`config.mk`:
```
export PLATFORM = sky130hd
export DESIGN_NAME = gyro_frame_yaw_unwrap_flat
export DESIGN_NICKNAME = d
export VERILOG_FILES = /design/src/rtl/gfyu_pkg.sv /design/src/rtl/gfyu_in_if.sv /design/src/rtl/gfyu_out_if.sv /design/src/rtl/gyro_frame_yaw_unwrap.sv /design/src/rtl/gfyu_parse.sv /design/src/rtl/gfyu_unwrap.sv /design/src/flat_wrapper.sv
export SDC_FILE = /design/constraint.sdc
export NUM_CORES = 1
export LEC_CHECK = 0
export BUFFER_PORTS_ARGS = -buffer_cell sky130_fd_sc_hd__clkbuf_2
export CAP_MARGIN = 20
export CORE_ASPECT_RATIO = 1.4
export CORE_UTILIZATION = 50
export CTS_CLUSTER_DIAMETER = 40
export DETAILED_ROUTE_END_ITERATION = 6
export HOLD_SLACK_MARGIN = 0.1
export PLACE_DENSITY = 0.63
export SLEW_MARGIN = 30
export SYNTH_ARGS = -nofsm -noshare
export SYNTH_HDL_FRONTEND = slang
export SYNTH_SLANG_ARGS = --single-unit
```
`constraint.sdc`:
```
create_clock -name i_clk -period 22.4 [get_ports i_clk]
set_input_delay 1.12 -clock i_clk [delete_from_list [all_inputs] [get_ports i_clk]]
set_output_delay 1.12 -clock i_clk [all_outputs]
set_load 0.01 [all_outputs]
```
`src/rtl/gfyu_pkg.sv`:
```
`default_nettype none

package gfyu_pkg;

    // block layout and value widths
    localparam int FRAME_BYTES = 22;
    localparam int POS_W       = $clog2(FRAME_BYTES);
    localparam int YAW_WIDTH   = 48;

    // fixed packet bytes
    localparam logic [7:0] HDR_SYNC  = 8'h55;
    localparam logic [7:0] HDR_RATE  = 8'h52;
    localparam logic [7:0] HDR_ANGLE = 8'h53;

    // input operation codes
    typedef enum logic [1:0] {
        OP_BYTE = 2'd0,
        OP_IDLE = 2'd1,
        OP_ZERO = 2'd2
    } t_op;

    // status of the block collected by the byte parser
    typedef struct packed {
        logic        ready;
        logic        rate_ok;
        logic        angle_ok;
        logic [15:0] rate_raw;
        logic [15:0] angle_raw;
    } t_blk;

    // one result transaction
    typedef struct packed {
        logic                        rate_updated;
        logic                        angle_updated;
        logic signed [15:0]          yaw_rate;
        logic signed [YAW_WIDTH-1:0] yaw_total;
        logic signed [15:0]          turn_count;
    } t_res;

endpackage

`default_nettype wire

```
`src/rtl/gfyu_in_if.sv`:
```
`default_nettype none

interface gfyu_in_if import gfyu_pkg::*; ();
    logic       valid;
    logic       ready;
    logic [1:0] op;
    logic [7:0] rx_byte;

    modport source (output valid, output op, output rx_byte, input ready);
    modport sink (input valid, input op, input rx_byte, output ready);
endinterface

`default_nettype wire

```
`src/rtl/gfyu_out_if.sv`:
```
`default_nettype none

interface gfyu_out_if import gfyu_pkg::*; ();
    logic                        valid;
    logic                        ready;
    logic                        rate_updated;
    logic                        angle_updated;
    logic signed [15:0]          yaw_rate;
    logic signed [YAW_WIDTH-1:0] yaw_total;
    logic signed [15:0]          turn_count;

    modport source (output valid, output rate_updated, output angle_updated,
                    output yaw_rate, output yaw_total, output turn_count, input ready);
    modport sink (input valid, input rate_updated, input angle_updated,
                  input yaw_rate, input yaw_total, input turn_count, output ready);
endinterface

`default_nettype wire

```
`src/rtl/gyro_frame_yaw_unwrap.sv`:
```
`default_nettype none

// path: a line-idle transaction waits in the input register, and its result is then loaded
//   into the output register, where the sink takes it
// throughput: one transaction per cycle; input stalls only while a result waits
//   in the output register and the sink holds ready low
// reset: synchronous active-low; clears the parser, turn counter, offset and yaw
module gyro_frame_yaw_unwrap import gfyu_pkg::*; (
    input  wire logic  i_clk,
    input  wire logic  i_rst_n,
    gfyu_in_if.sink    i_in,
    gfyu_out_if.source o_out
);

    logic       r_in_valid;
    logic [1:0] r_op;
    logic [7:0] r_byte;
    logic       r_out_valid;
    t_res       r_out_res;

    t_blk blk;
    t_res res;
    logic produce;
    logic out_free;
    logic fire;
    logic out_load;

    // handshake between input register, work and output register
    assign out_free   = !r_out_valid || o_out.ready;
    assign fire       = r_in_valid && (!produce || out_free);
    assign out_load   = fire && produce;
    assign i_in.ready = !r_in_valid || fire;

    // input register
    always_ff @(posedge i_clk) begin
        if (!i_rst_n) begin
            r_in_valid <= 1'b0;
        end else if (i_in.ready) begin
            r_in_valid <= i_in.valid;
        end
    end

    always_ff @(posedge i_clk) begin
        if (i_in.ready && i_in.valid) begin
            r_op   <= i_in.op;
            r_byte <= i_in.rx_byte;
        end
    end

    // byte parser
    gfyu_parse u_parse (
        .i_clk   (i_clk),
        .i_rst_n (i_rst_n),
        .i_step  (fire),
        .i_op    (r_op),
        .i_byte  (r_byte),
        .o_blk   (blk)
    );

    // angle unwrap and result assembly
    gfyu_unwrap u_unwrap (
        .i_clk     (i_clk),
        .i_rst_n   (i_rst_n),
        .i_step    (fire),
        .i_op      (r_op),
        .i_blk     (blk),
        .o_produce (produce),
        .o_res     (res)
    );

    // output register
    always_ff @(posedge i_clk) begin
        if (!i_rst_n) begin
            r_out_valid <= 1'b0;
        end else if (out_load) begin
            r_out_valid <= 1'b1;
        end else if (o_out.ready) begin
            r_out_valid <= 1'b0;
        end
    end

    always_ff @(posedge i_clk) begin
        if (out_load) begin
            r_out_res <= res;
        end
    end

    assign o_out.valid         = r_out_valid;
    assign o_out.rate_updated  = r_out_res.rate_updated;
    assign o_out.angle_updated = r_out_res.angle_updated;
    assign o_out.yaw_rate      = r_out_res.yaw_rate;
    assign o_out.yaw_total     = r_out_res.yaw_total;
    assign o_out.turn_count    = r_out_res.turn_count;

    // results come only from idle transactions
    a_load_idle: assert property (@(posedge i_clk) disable iff (!i_rst_n)
        out_load |-> (r_op == OP_IDLE))
        else $error("result from non-idle transaction");

    // a loaded result is presented next cycle
    a_load_valid: assert property (@(posedge i_clk) disable iff (!i_rst_n)
        out_load |=> r_out_valid)
        else $error("loaded result not valid");

    // a stalled item keeps its place in the input register
    a_in_hold: assert property (@(posedge i_clk) disable iff (!i_rst_n)
        (r_in_valid && !fire) |=> r_in_valid && $stable(r_op) && $stable(r_byte))
        else $error("stalled input lost");

endmodule

`default_nettype wire

```
`src/rtl/gfyu_parse.sv`:
```
`default_nettype none

module gfyu_parse import gfyu_pkg::*; (
    input  wire logic       i_clk,
    input  wire logic       i_rst_n,
    input  wire logic       i_step,
    input  wire logic [1:0] i_op,
    input  wire logic [7:0] i_byte,
    output t_blk            o_blk
);

    // byte positions inside the block
    localparam logic [POS_W-1:0] P_R_SYNC  = POS_W'(0);
    localparam logic [POS_W-1:0] P_R_ID    = POS_W'(1);
    localparam logic [POS_W-1:0] P_R_Z0    = POS_W'(2);
    localparam logic [POS_W-1:0] P_R_Z1    = POS_W'(3);
    localparam logic [POS_W-1:0] P_R_D0    = POS_W'(4);
    localparam logic [POS_W-1:0] P_R_D1    = POS_W'(5);
    localparam logic [POS_W-1:0] P_R_LO    = POS_W'(6);
    localparam logic [POS_W-1:0] P_R_HI    = POS_W'(7);
    localparam logic [POS_W-1:0] P_R_Z2    = POS_W'(8);
    localparam logic [POS_W-1:0] P_R_Z3    = POS_W'(9);
    localparam logic [POS_W-1:0] P_R_SUM   = POS_W'(10);
    localparam logic [POS_W-1:0] P_A_SYNC  = POS_W'(11);
    localparam logic [POS_W-1:0] P_A_ID    = POS_W'(12);
    localparam logic [POS_W-1:0] P_A_Z0    = POS_W'(13);
    localparam logic [POS_W-1:0] P_A_Z1    = POS_W'(14);
    localparam logic [POS_W-1:0] P_A_Z2    = POS_W'(15);
    localparam logic [POS_W-1:0] P_A_Z3    = POS_W'(16);
    localparam logic [POS_W-1:0] P_A_LO    = POS_W'(17);
    localparam logic [POS_W-1:0] P_A_HI    = POS_W'(18);
    localparam logic [POS_W-1:0] P_A_D0    = POS_W'(19);
    localparam logic [POS_W-1:0] P_A_D1    = POS_W'(20);
    localparam logic [POS_W-1:0] P_A_SUM   = POS_W'(21);
    localparam logic [POS_W-1:0] P_LAST    = POS_W'(FRAME_BYTES - 1);

    logic [POS_W-1:0] r_pos;
    logic             r_seen;
    logic [7:0]       r_rate_sum;
    logic [7:0]       r_angle_sum;
    logic             r_rate_hdr;
    logic             r_angle_hdr;
    logic [15:0]      r_rate_raw;
    logic [15:0]      r_angle_raw;
    logic             r_rate_ok;
    logic             r_angle_ok;

    logic is_byte;
    logic is_idle;

    assign is_byte = (i_op == OP_BYTE);
    assign is_idle = (i_op == OP_IDLE);

    // block status toward the unwrap stage
    assign o_blk.ready     = (r_pos == '0) && r_seen;
    assign o_blk.rate_ok   = r_rate_ok;
    assign o_blk.angle_ok  = r_angle_ok;
    assign o_blk.rate_raw  = r_rate_raw;
    assign o_blk.angle_raw = r_angle_raw;

    // byte position, checksums and header checks
    always_ff @(posedge i_clk) begin
        if (!i_rst_n) begin
            r_pos       <= '0;
            r_seen      <= 1'b0;
            r_rate_sum  <= '0;
            r_angle_sum <= '0;
            r_rate_hdr  <= 1'b0;
            r_angle_hdr <= 1'b0;
            r_rate_raw  <= '0;
            r_angle_raw <= '0;
            r_rate_ok   <= 1'b0;
            r_angle_ok  <= 1'b0;
        end else if (i_step && is_byte) begin
            case (r_pos)
                P_R_SYNC: begin
                    r_rate_hdr <= (i_byte == HDR_SYNC);
                    r_rate_sum <= i_byte;
                end
                P_R_ID: begin
                    r_rate_hdr <= r_rate_hdr && (i_byte == HDR_RATE);
                    r_rate_sum <= r_rate_sum + i_byte;
                end
                P_R_Z0, P_R_Z1, P_R_Z2, P_R_Z3: begin
                    r_rate_hdr <= r_rate_hdr && (i_byte == 8'h00);
                end
                P_R_D0, P_R_D1: begin
                    r_rate_sum <= r_rate_sum + i_byte;
                end
                P_R_LO: begin
                    r_rate_sum      <= r_rate_sum + i_byte;
                    r_rate_raw[7:0] <= i_byte;
                end
                P_R_HI: begin
                    r_rate_sum       <= r_rate_sum + i_byte;
                    r_rate_raw[15:8] <= i_byte;
                end
                P_R_SUM: begin
                    r_rate_ok <= r_rate_hdr && (i_byte == r_rate_sum);
                end
                P_A_SYNC: begin
                    r_angle_hdr <= (i_byte == HDR_SYNC);
                    r_angle_sum <= i_byte;
                end
                P_A_ID: begin
                    r_angle_hdr <= r_angle_hdr && (i_byte == HDR_ANGLE);
                    r_angle_sum <= r_angle_sum + i_byte;
                end
                P_A_Z0, P_A_Z1, P_A_Z2, P_A_Z3: begin
                    r_angle_hdr <= r_angle_hdr && (i_byte == 8'h00);
                end
                P_A_LO: begin
                    r_angle_sum      <= r_angle_sum + i_byte;
                    r_angle_raw[7:0] <= i_byte;
                end
                P_A_HI: begin
                    r_angle_sum       <= r_angle_sum + i_byte;
                    r_angle_raw[15:8] <= i_byte;
                end
                P_A_D0, P_A_D1: begin
                    r_angle_sum <= r_angle_sum + i_byte;
                end
                P_A_SUM: begin
                    r_angle_ok <= r_angle_hdr && (i_byte == r_angle_sum);
                end
                default: begin
                end
            endcase
            // wrap at end of block
            if (r_pos >= P_LAST) begin
                r_pos  <= '0;
                r_seen <= 1'b1;
            end else begin
                r_pos <= r_pos + POS_W'(1);
            end
        end else if (i_step && is_idle) begin
            r_pos  <= '0;
            r_seen <= 1'b0;
        end
    end

    // position never leaves the block
    a_pos_range: assert property (@(posedge i_clk) disable iff (!i_rst_n)
        r_pos <= P_LAST)
        else $error("byte position out of range");

    // idle always restarts the block
    a_idle_restart: assert property (@(posedge i_clk) disable iff (!i_rst_n)
        (i_step && is_idle) |=> (r_pos == '0) && !r_seen)
        else $error("idle did not restart block");

    // a finished block is seen right after its last byte
    a_block_done: assert property (@(posedge i_clk) disable iff (!i_rst_n)
        (i_step && is_byte && r_pos == P_LAST) |=> o_blk.ready)
        else $error("block end not flagged");

endmodule

`default_nettype wire

```
`src/rtl/gfyu_unwrap.sv`:
```
`default_nettype none

module gfyu_unwrap import gfyu_pkg::*; (
    input  wire logic       i_clk,
    input  wire logic       i_rst_n,
    input  wire logic       i_step,
    input  wire logic [1:0] i_op,
    input  wire t_blk       i_blk,
    output logic            o_produce,
    output t_res            o_res
);

    logic [15:0]          r_prev_angle;
    logic [15:0]          r_revs;
    logic [YAW_WIDTH-1:0] r_zero_off;
    logic [YAW_WIDTH-1:0] r_cur_yaw;
    logic [15:0]          r_cur_rate;

    logic signed [16:0]   diff;
    logic                 step_up;
    logic                 step_down;
    logic [15:0]          n_revs;
    logic [YAW_WIDTH-1:0] n_yaw;
    logic                 is_zero;

    assign o_produce = (i_op == OP_IDLE) && i_blk.ready;
    assign is_zero   = (i_op == OP_ZERO);

    // jump between successive angles, more than half a turn steps the counter
    assign diff      = $signed({r_prev_angle[15], r_prev_angle})
                     - $signed({i_blk.angle_raw[15], i_blk.angle_raw});
    assign step_up   = diff > 17'sd32768;
    assign step_down = diff < -17'sd32768;

    // saturating revolution counter
    always_comb begin
        n_revs = r_revs;
        if (step_up && r_revs != 16'h7fff) begin
            n_revs = r_revs + 16'd1;
        end else if (step_down && r_revs != 16'h8000) begin
            n_revs = r_revs - 16'd1;
        end
    end

    // turns times 65536 plus angle, less the zero offset
    assign n_yaw = {{(YAW_WIDTH-32){n_revs[15]}}, n_revs, 16'h0000}
                 + {{(YAW_WIDTH-16){i_blk.angle_raw[15]}}, i_blk.angle_raw}
                 - r_zero_off;

    // result of this idle transaction
    assign o_res.rate_updated  = i_blk.rate_ok;
    assign o_res.angle_updated = i_blk.angle_ok;
    assign o_res.yaw_rate      = i_blk.rate_ok ? i_blk.rate_raw : r_cur_rate;
    assign o_res.yaw_total     = i_blk.angle_ok ? n_yaw : r_cur_yaw;
    assign o_res.turn_count    = i_blk.angle_ok ? n_revs : r_revs;

    // tracked yaw state
    always_ff @(posedge i_clk) begin
        if (!i_rst_n) begin
            r_prev_angle <= '0;
            r_revs       <= '0;
            r_zero_off   <= '0;
            r_cur_yaw    <= '0;
            r_cur_rate   <= '0;
        end else if (i_step) begin
            if (o_produce) begin
                if (i_blk.rate_ok) begin
                    r_cur_rate <= i_blk.rate_raw;
                end
                if (i_blk.angle_ok) begin
                    r_prev_angle <= i_blk.angle_raw;
                    r_revs       <= n_revs;
                    r_cur_yaw    <= n_yaw;
                end
            end else if (is_zero) begin
                r_zero_off <= r_zero_off + r_cur_yaw;
            end
        end
    end

    // counter moves only on an accepted angle
    a_revs_hold: assert property (@(posedge i_clk) disable iff (!i_rst_n)
        !(i_step && o_produce && i_blk.angle_ok) |=> $stable(r_revs))
        else $error("turn counter moved without angle update");

    // counter moves by at most one per angle
    a_revs_step: assert property (@(posedge i_clk) disable iff (!i_rst_n)
        (i_step && o_produce && i_blk.angle_ok) |=>
            (r_revs == $past(r_revs)) || (r_revs == $past(r_revs) + 16'd1)
            || (r_revs == $past(r_revs) - 16'd1))
        else $error("turn counter jumped");

    // zero capture leaves the yaw value alone
    a_zero_keep: assert property (@(posedge i_clk) disable iff (!i_rst_n)
        (i_step && is_zero) |=> $stable(r_cur_yaw))
        else $error("zero capture changed yaw");

endmodule

`default_nettype wire

```
`src/flat_wrapper.sv`:
```
// flat-port wrapper written by rule: the top's interface ports become plain ports
module gyro_frame_yaw_unwrap_flat import gfyu_pkg::*;
  (i_clk, i_rst_n, i_in_valid, i_in_op, i_in_rx_byte, i_in_ready, o_out_valid, o_out_rate_updated, o_out_angle_updated, o_out_yaw_rate, o_out_yaw_total, o_out_turn_count, o_out_ready);
  gfyu_in_if i_in_i ();
  gfyu_out_if o_out_i ();
  input  wire logic i_clk;
  input  wire logic i_rst_n;
  input wire logic [$bits(i_in_i.valid)-1:0] i_in_valid;
  input wire logic [$bits(i_in_i.op)-1:0] i_in_op;
  input wire logic [$bits(i_in_i.rx_byte)-1:0] i_in_rx_byte;
  output wire logic [$bits(i_in_i.ready)-1:0] i_in_ready;
  output wire logic [$bits(o_out_i.valid)-1:0] o_out_valid;
  output wire logic [$bits(o_out_i.rate_updated)-1:0] o_out_rate_updated;
  output wire logic [$bits(o_out_i.angle_updated)-1:0] o_out_angle_updated;
  output wire logic [$bits(o_out_i.yaw_rate)-1:0] o_out_yaw_rate;
  output wire logic [$bits(o_out_i.yaw_total)-1:0] o_out_yaw_total;
  output wire logic [$bits(o_out_i.turn_count)-1:0] o_out_turn_count;
  input wire logic [$bits(o_out_i.ready)-1:0] o_out_ready;
  assign i_in_i.valid = i_in_valid;
  assign i_in_i.op = i_in_op;
  assign i_in_i.rx_byte = i_in_rx_byte;
  assign i_in_ready = i_in_i.ready;
  assign o_out_valid = o_out_i.valid;
  assign o_out_rate_updated = o_out_i.rate_updated;
  assign o_out_angle_updated = o_out_i.angle_updated;
  assign o_out_yaw_rate = o_out_i.yaw_rate;
  assign o_out_yaw_total = o_out_i.yaw_total;
  assign o_out_turn_count = o_out_i.turn_count;
  assign o_out_i.ready = o_out_ready;
  gyro_frame_yaw_unwrap u_core (.i_clk(i_clk), .i_rst_n(i_rst_n), .i_in(i_in_i), .o_out(o_out_i));
endmodule
```
; After elaboration in Yosys (flattened, before gate mapping)
; Index checks and enable logic that the tools add are counted.
[op_classes]
addsub = 9
order_cmp = 3
n_eq_ne = 31
mux = 17
bitwise_logic = 1
n_reduce_logical = 48
[op_table]
columns = op, count
row1 = $mux W16, 4
row2 = $add A48 B48 Y48, 1
row3 = $mux W48, 1
row4 = $sub A48 B48 Y48, 1
row5 = $eq A5 B4 Y1 const B, 8
row6 = $add A32 B16 Y33, 1
row7 = $pmux W8 S2, 2
row8 = $eq A5 B5 Y1 const B, 6
row9 = $eq A8 B7 Y1 const B, 3
row10 = $reduce_and A2 Y1, 12
row11 = $eq A5 B3 Y1 const B, 4
row12 = $gt A17 B17 Y1 const B, 1
row13 = $lt A17 B16 Y1 const B, 1
row14 = $sub A16 B16 Y17, 1
row15 = $add A16 B1 Y16 const B, 1
row16 = $add A8 B8 Y8, 2
row17 = $eq A8 B8 Y1, 2
row18 = $ne A16 B15 Y1 const B, 1
row19 = $ne A16 B16 Y1 const B, 1
row20 = $sub A16 B1 Y16 const B, 1
row21 = $logic_and A1 B1 Y1, 15
row22 = $mux W5, 3
row23 = $eq A5 B2 Y1 const B, 2
row24 = $reduce_or A5 Y1, 2
row25 = 18 further kinds, 33
[word_totals]
register_bits = 296
inputBits = 14
out_inout_bits = 84
word_cells = 135

; Depth between registers and ports, before layout
[depth]
depth_word = 9
mapped_depth = 39
mapped_depth_nobuf = 35

; Cells and area by module
; A second synthesis with hierarchy kept.
[hier_totals]
cells_unflattened = 2407
hier_area_um2 = 20483.4
[modules_own_cells]
columns = module, n_inst, cells_per_inst, area_each_um2, seq_area_each_um2
row1 = gfyu_unwrap, 1, 1905, 14224.9, 2882.8
row2 = gfyu_parse, 1, 398, 3378.2, 1161.1
row3 = gyro_frame_yaw_unwrap, 1, 104, 2880.3, 2802.7

; Worst setup path after synthesis
; No wires, ideal clock.
[synth_timing]
kind = register -> register
startpoint = register u_core.u_unwrap.r_prev_angle[0]
endpoint = register u_core.r_out_res (netlist bit u_core.o_out.yaw_total[47]) (data pin)
setup_time_ps = 270
arrival_ps = 8310
t_required_ps = 22130
path_slack_ps = 13820
path_stages_with_launch = 35
n_path_buf = 3
synth_period_minus_slack_ps = 8580
cell_sequence = dfxtp_1 -> inv_1 -> ha_1 -> fa_1 -> and2b_1 -> o2111ai_2 -> and3_1 -> o21ai_1 -> nor2_1 -> or4_1 -> nor4b_4 -> or2_0 -> buf_4 -> buf_4 -> o21ai_0 -> xor2_1 -> ha_1 -> a21oi_1 -> a31o_2 -> a21oi_1 -> nor2_1 -> o31ai_1 -> o21a_1 -> o41ai_1 -> ha_1 -> clkbuf_1 -> a21o_1 -> a21o_1 -> a21oi_1 -> nand2_1 -> o31ai_1 -> nor2_1 -> a311oi_1 -> xnor2_1 -> a21oi_1
[synth_rtl]
columns = element, line
row1 = from (decl), gfyu_unwrap.sv:13  ; logic [15:0] r_prev_angle;
row2 = from (signal assigned), gfyu_unwrap.sv:71  ; r_prev_angle <= i_blk.angle_raw;
row3 = to (signal assigned), gyro_frame_yaw_unwrap.sv:84  ; r_out_res <= res;
row4 = to (decl), gyro_frame_yaw_unwrap.sv:19  ; t_res r_out_res;

==> impl_metrics.toml <==
[outcome]
outcome = "completed"

[power_and_ir_drop]
p_comb_share_pct = 5.7
clockPowerShare_pct = 52.1
p_leak_nw = 9.35
peakVddDrop_uv = 51.9
seq_power_share_pct = 42.2
power.internal_mw = 1.01
power_switching_share_pct = 24.1
p_switching_mw = 0.320
power_density_mw_per_mm2 = 59.8

[clocking]
cts_tree = "done"
root_buffer = "clkbuf_16"
clkTransAtPathRegs_ns = 0.06
post_cts_buffers = 0
cts_inserted_buffers = 41
clock_path_buffers = 3
htreeDepth = 2
cts_resized = 0
hold_buffers = 0
cts_sinks = 296
insertion_delay_ns = 0.56

[route]
firstDrtPassIters = 7
via_per_inst = 5.91
wl_per_cell_um = 18.9
postRouteAntennaNets = 0
drc_errors = 0
vias = 17314
drtIter0Drc = 1034
routed_wl_um = 55500

[worst_setup_path]
crit_slowest_cell = "nor4b_4"
r2r_start = "u_core.u_unwrap.r_prev_angle[0]"
cp.required_ns = 22.69
criticalPathCategory = "reg2reg"
crit_path_max_fanout = 10
cp_slowest_stage_delay_ns = 0.66
cp.arrival_ns = 8.86
cp-start-kind = "register"
crit_start = "u_core.u_unwrap.r_prev_angle[0]"
cp_common_cell = "a21o_1"
endpoint_kind = "register"

[sta]
period_minus_slack_ns = 8.56
worstMarginPinSlew_ns = 0.913
fin_tns_setup_ns = 0
setup_ws_ns = 13.84
report.final.slew_viol_count = 0
clock_skew_ns = 0.0313
hold_viol_final = 0
fmax_ghz = 0.117
slew_headroom_pct = 39.1
setup_viol = 0
fin_crit_sh_pct = 38.2
rsz0062_at_grt = "false"

[cells_and_area]
area_delta_synth_final_pct = 11.7
insertedDiodeCount = 0
fin_nets = 2538
drive_gt1_share_pct = 11.5
fill_cells = 3615
fin_util_pct = 56.5

[place]
dpl.hpwl_um = 39500
portBuffers = 97
place_congestion = 0.893
dp_worst_setup_slack_ns = 13.96

[synthesis]
synth-simple-area-share_pct = 18.5
synth_cells = 2328
ys_seq_area_share_pct = 34.4
synth-edff-count = 92
synth_xor_xnor_area_share_pct = 5.64
synthesis.area_sq_mm = 0.0199
muxShareOfSynthArea_pct = 7.64
synth_nets = 2496
synth-async-reset-ratio_pct = 0
synth_compound_gate_area_share_pct = 19.3
avgSynthCellArea_sq_um = 8.54
ys_warn_count = 0
synth_ff_type = "dfxtp_1"
ys_types = 86
synth_seq_cells = 296
synth_top_family_by_area = "compound AO/OA/AOI/OAI gates"
synth_fa_ha_area_share_pct = 9.92

[floorplan]
rows = 86
fp.coreArea_sq_mm = 0.0393
die_area_sq_mm = 0.0406
dieHeight_um = 238
fp.dieW_um = 171
ios = 98
start_util_pct = 50.6

[grt]
grt_pass1_vias = 16707
grt_use_total_pct = 27.5
grt_max_degree = 109
overflow = 0
antenna_found_initial = 0
grt_pass1_wl_um = 88100

[min_path]
hold_class = "reg2reg"
holdCritStartpoint = "u_core.u_unwrap.r_prev_angle[0]"

[run]
drv_cap = 0
==> through the flow <==
stage	area, sq um	hold WS (ns)	power, mW	cells
6_report	22200	0.461	1.33	2931
5_1_grt	22200	0.491	1.37	2931
4_1_cts	22200	0.461	1.34	2931
3_5_place_dp	20700	0.453	0.647	2855
3_3_place_gp	20700	0.446	0.646	2855
2_1_floorplan	19900	0.406	0.623	2328
==> Yosys cell counts (38+ instances only) <==
master,instances,area [sq um]
nand2_1,224,841
nor2_1,212,796
dfxtp_1,204,4080
a21oi_1,203,1020
ha_1,148,1850
inv_1,115,432
clkbuf_1,97,364
edfxtp_1,92,2760
o21ai_0,92,460
mux2i_1,91,911
nand3_1,88,440
a21o_1,78,586
xnor2_1,78,683
mux2_2,54,608
xor2_1,50,438
nor3_1,38,190
==> cells by family (layout without fill, tap and decap cells) <==
family | Yosys count | count (layout)
buffers and inverters | 234 | 309
adder cells (fa/ha/maj) | 154 | 154
XOR/XNOR | 128 | 128
AO/OA/AOI/OAI | 600 | 600
multiplexers | 145 | 145
flip-flops | 296 | 296
AND/OR/NAND/NOR | 771 | 771
==> registers in the layout, summed over array words and instances (netlist names), 16 cells and up <==
register / cells
u_core.u_unwrap.r_cur_rate: 16
u_core.u_unwrap.r_prev_angle: 16
u_core.u_unwrap.r_revs: 16
u_core.o_out.turn_count: 16
u_core.u_parse.r_angle_raw: 16
u_core.u_unwrap.r_zero_off: 48
u_core.o_out.yaw_total: 48
u_core.o_out.yaw_rate: 16
u_core.u_parse.r_rate_raw: 16
u_core.u_unwrap.r_cur_yaw: 48
==> metal layers <==
metal	GRT usage (%)	part of all wire, %	up-vias
li1	-	-	8474
met1	31.7	41	8315
met2	50.5	51	406
met3	3.18	3.5	119
met4	11.6	4.0	0
met5	0	0	-
==> area by class of cell <==
type	count	area, sq um	share of cell area, %
clock buffers	48	1060	4.79
well taps	528	661	2.98
flip-flops and latches	296	6850	30.8
inverters	116	440	1.98
multi-input cells	1798	12200	54.8
repair buffers	117	643	2.90
clock inverters	28	384	1.73
==> critical path, delay by kind of cell (launching register included) <==
kind / cells / cell delay (ns)
AO/OA/AOI/OAI: 20 / 4.05
AND/OR/NAND/NOR: 8 / 2.26
adder cells (fa/ha/maj): 4 / 1.22
flip-flops: 1 / 0.32
multiplexers: 1 / 0.27
XOR/XNOR: 1 / 0.14
buffers and inverters: 1 / 0.04
==> power groups by stage <==
stage / Combinational, mW / Clock, mW / Sequential (mW)
3_5_place_dp: 0.0752 / 0 / 0.572
2_1_floorplan: 0.0562 / 0 / 0.567
5_1_grt: 0.0831 / 0.727 / 0.561
3_3_place_gp: 0.0741 / 0 / 0.572
4_1_cts: 0.0758 / 0.706 / 0.560
6_report: 0.0757 / 0.691 / 0.560
==> worst paths after layout <==
kind / to / slack [ns] / cells past startpoint
max: u_core.o_out.yaw_total[44] / 13.84 / 35
min: u_core.u_unwrap.r_prev_angle[0] / 0.46 / 2
max reg2reg: u_core.o_out.yaw_total[44] / 13.84 / 35
min reg2reg: u_core.u_unwrap.r_prev_angle[0] / 0.46 / 2
==> cell usage in the layout (no fill, tap or decap), drive strengths merged, types with 8 or more instances in the layout <==
cell / instances
mux2i: 91
a21boi: 8
mux2: 54
nor2b: 22
nand2: 224
nor2: 213
inv: 123
nor4: 11
nand4: 37
edfxtp: 92
nand2b: 31
buf: 20
a31oi: 17
a21o: 78
nand3: 88
o211ai: 16
o22ai: 13
clkinv: 8
o31a: 8
a21oi: 205
and2: 9
xnor2: 78
and3: 32
or4: 12
xor2: 50
ha: 148
a211oi: 22
o31ai: 16
o21a: 23
o21ai: 102
nor3: 39
or3: 24
o21bai: 25
dfxtp: 204
clkbuf: 145
Power figures use the tool's default switching activity.
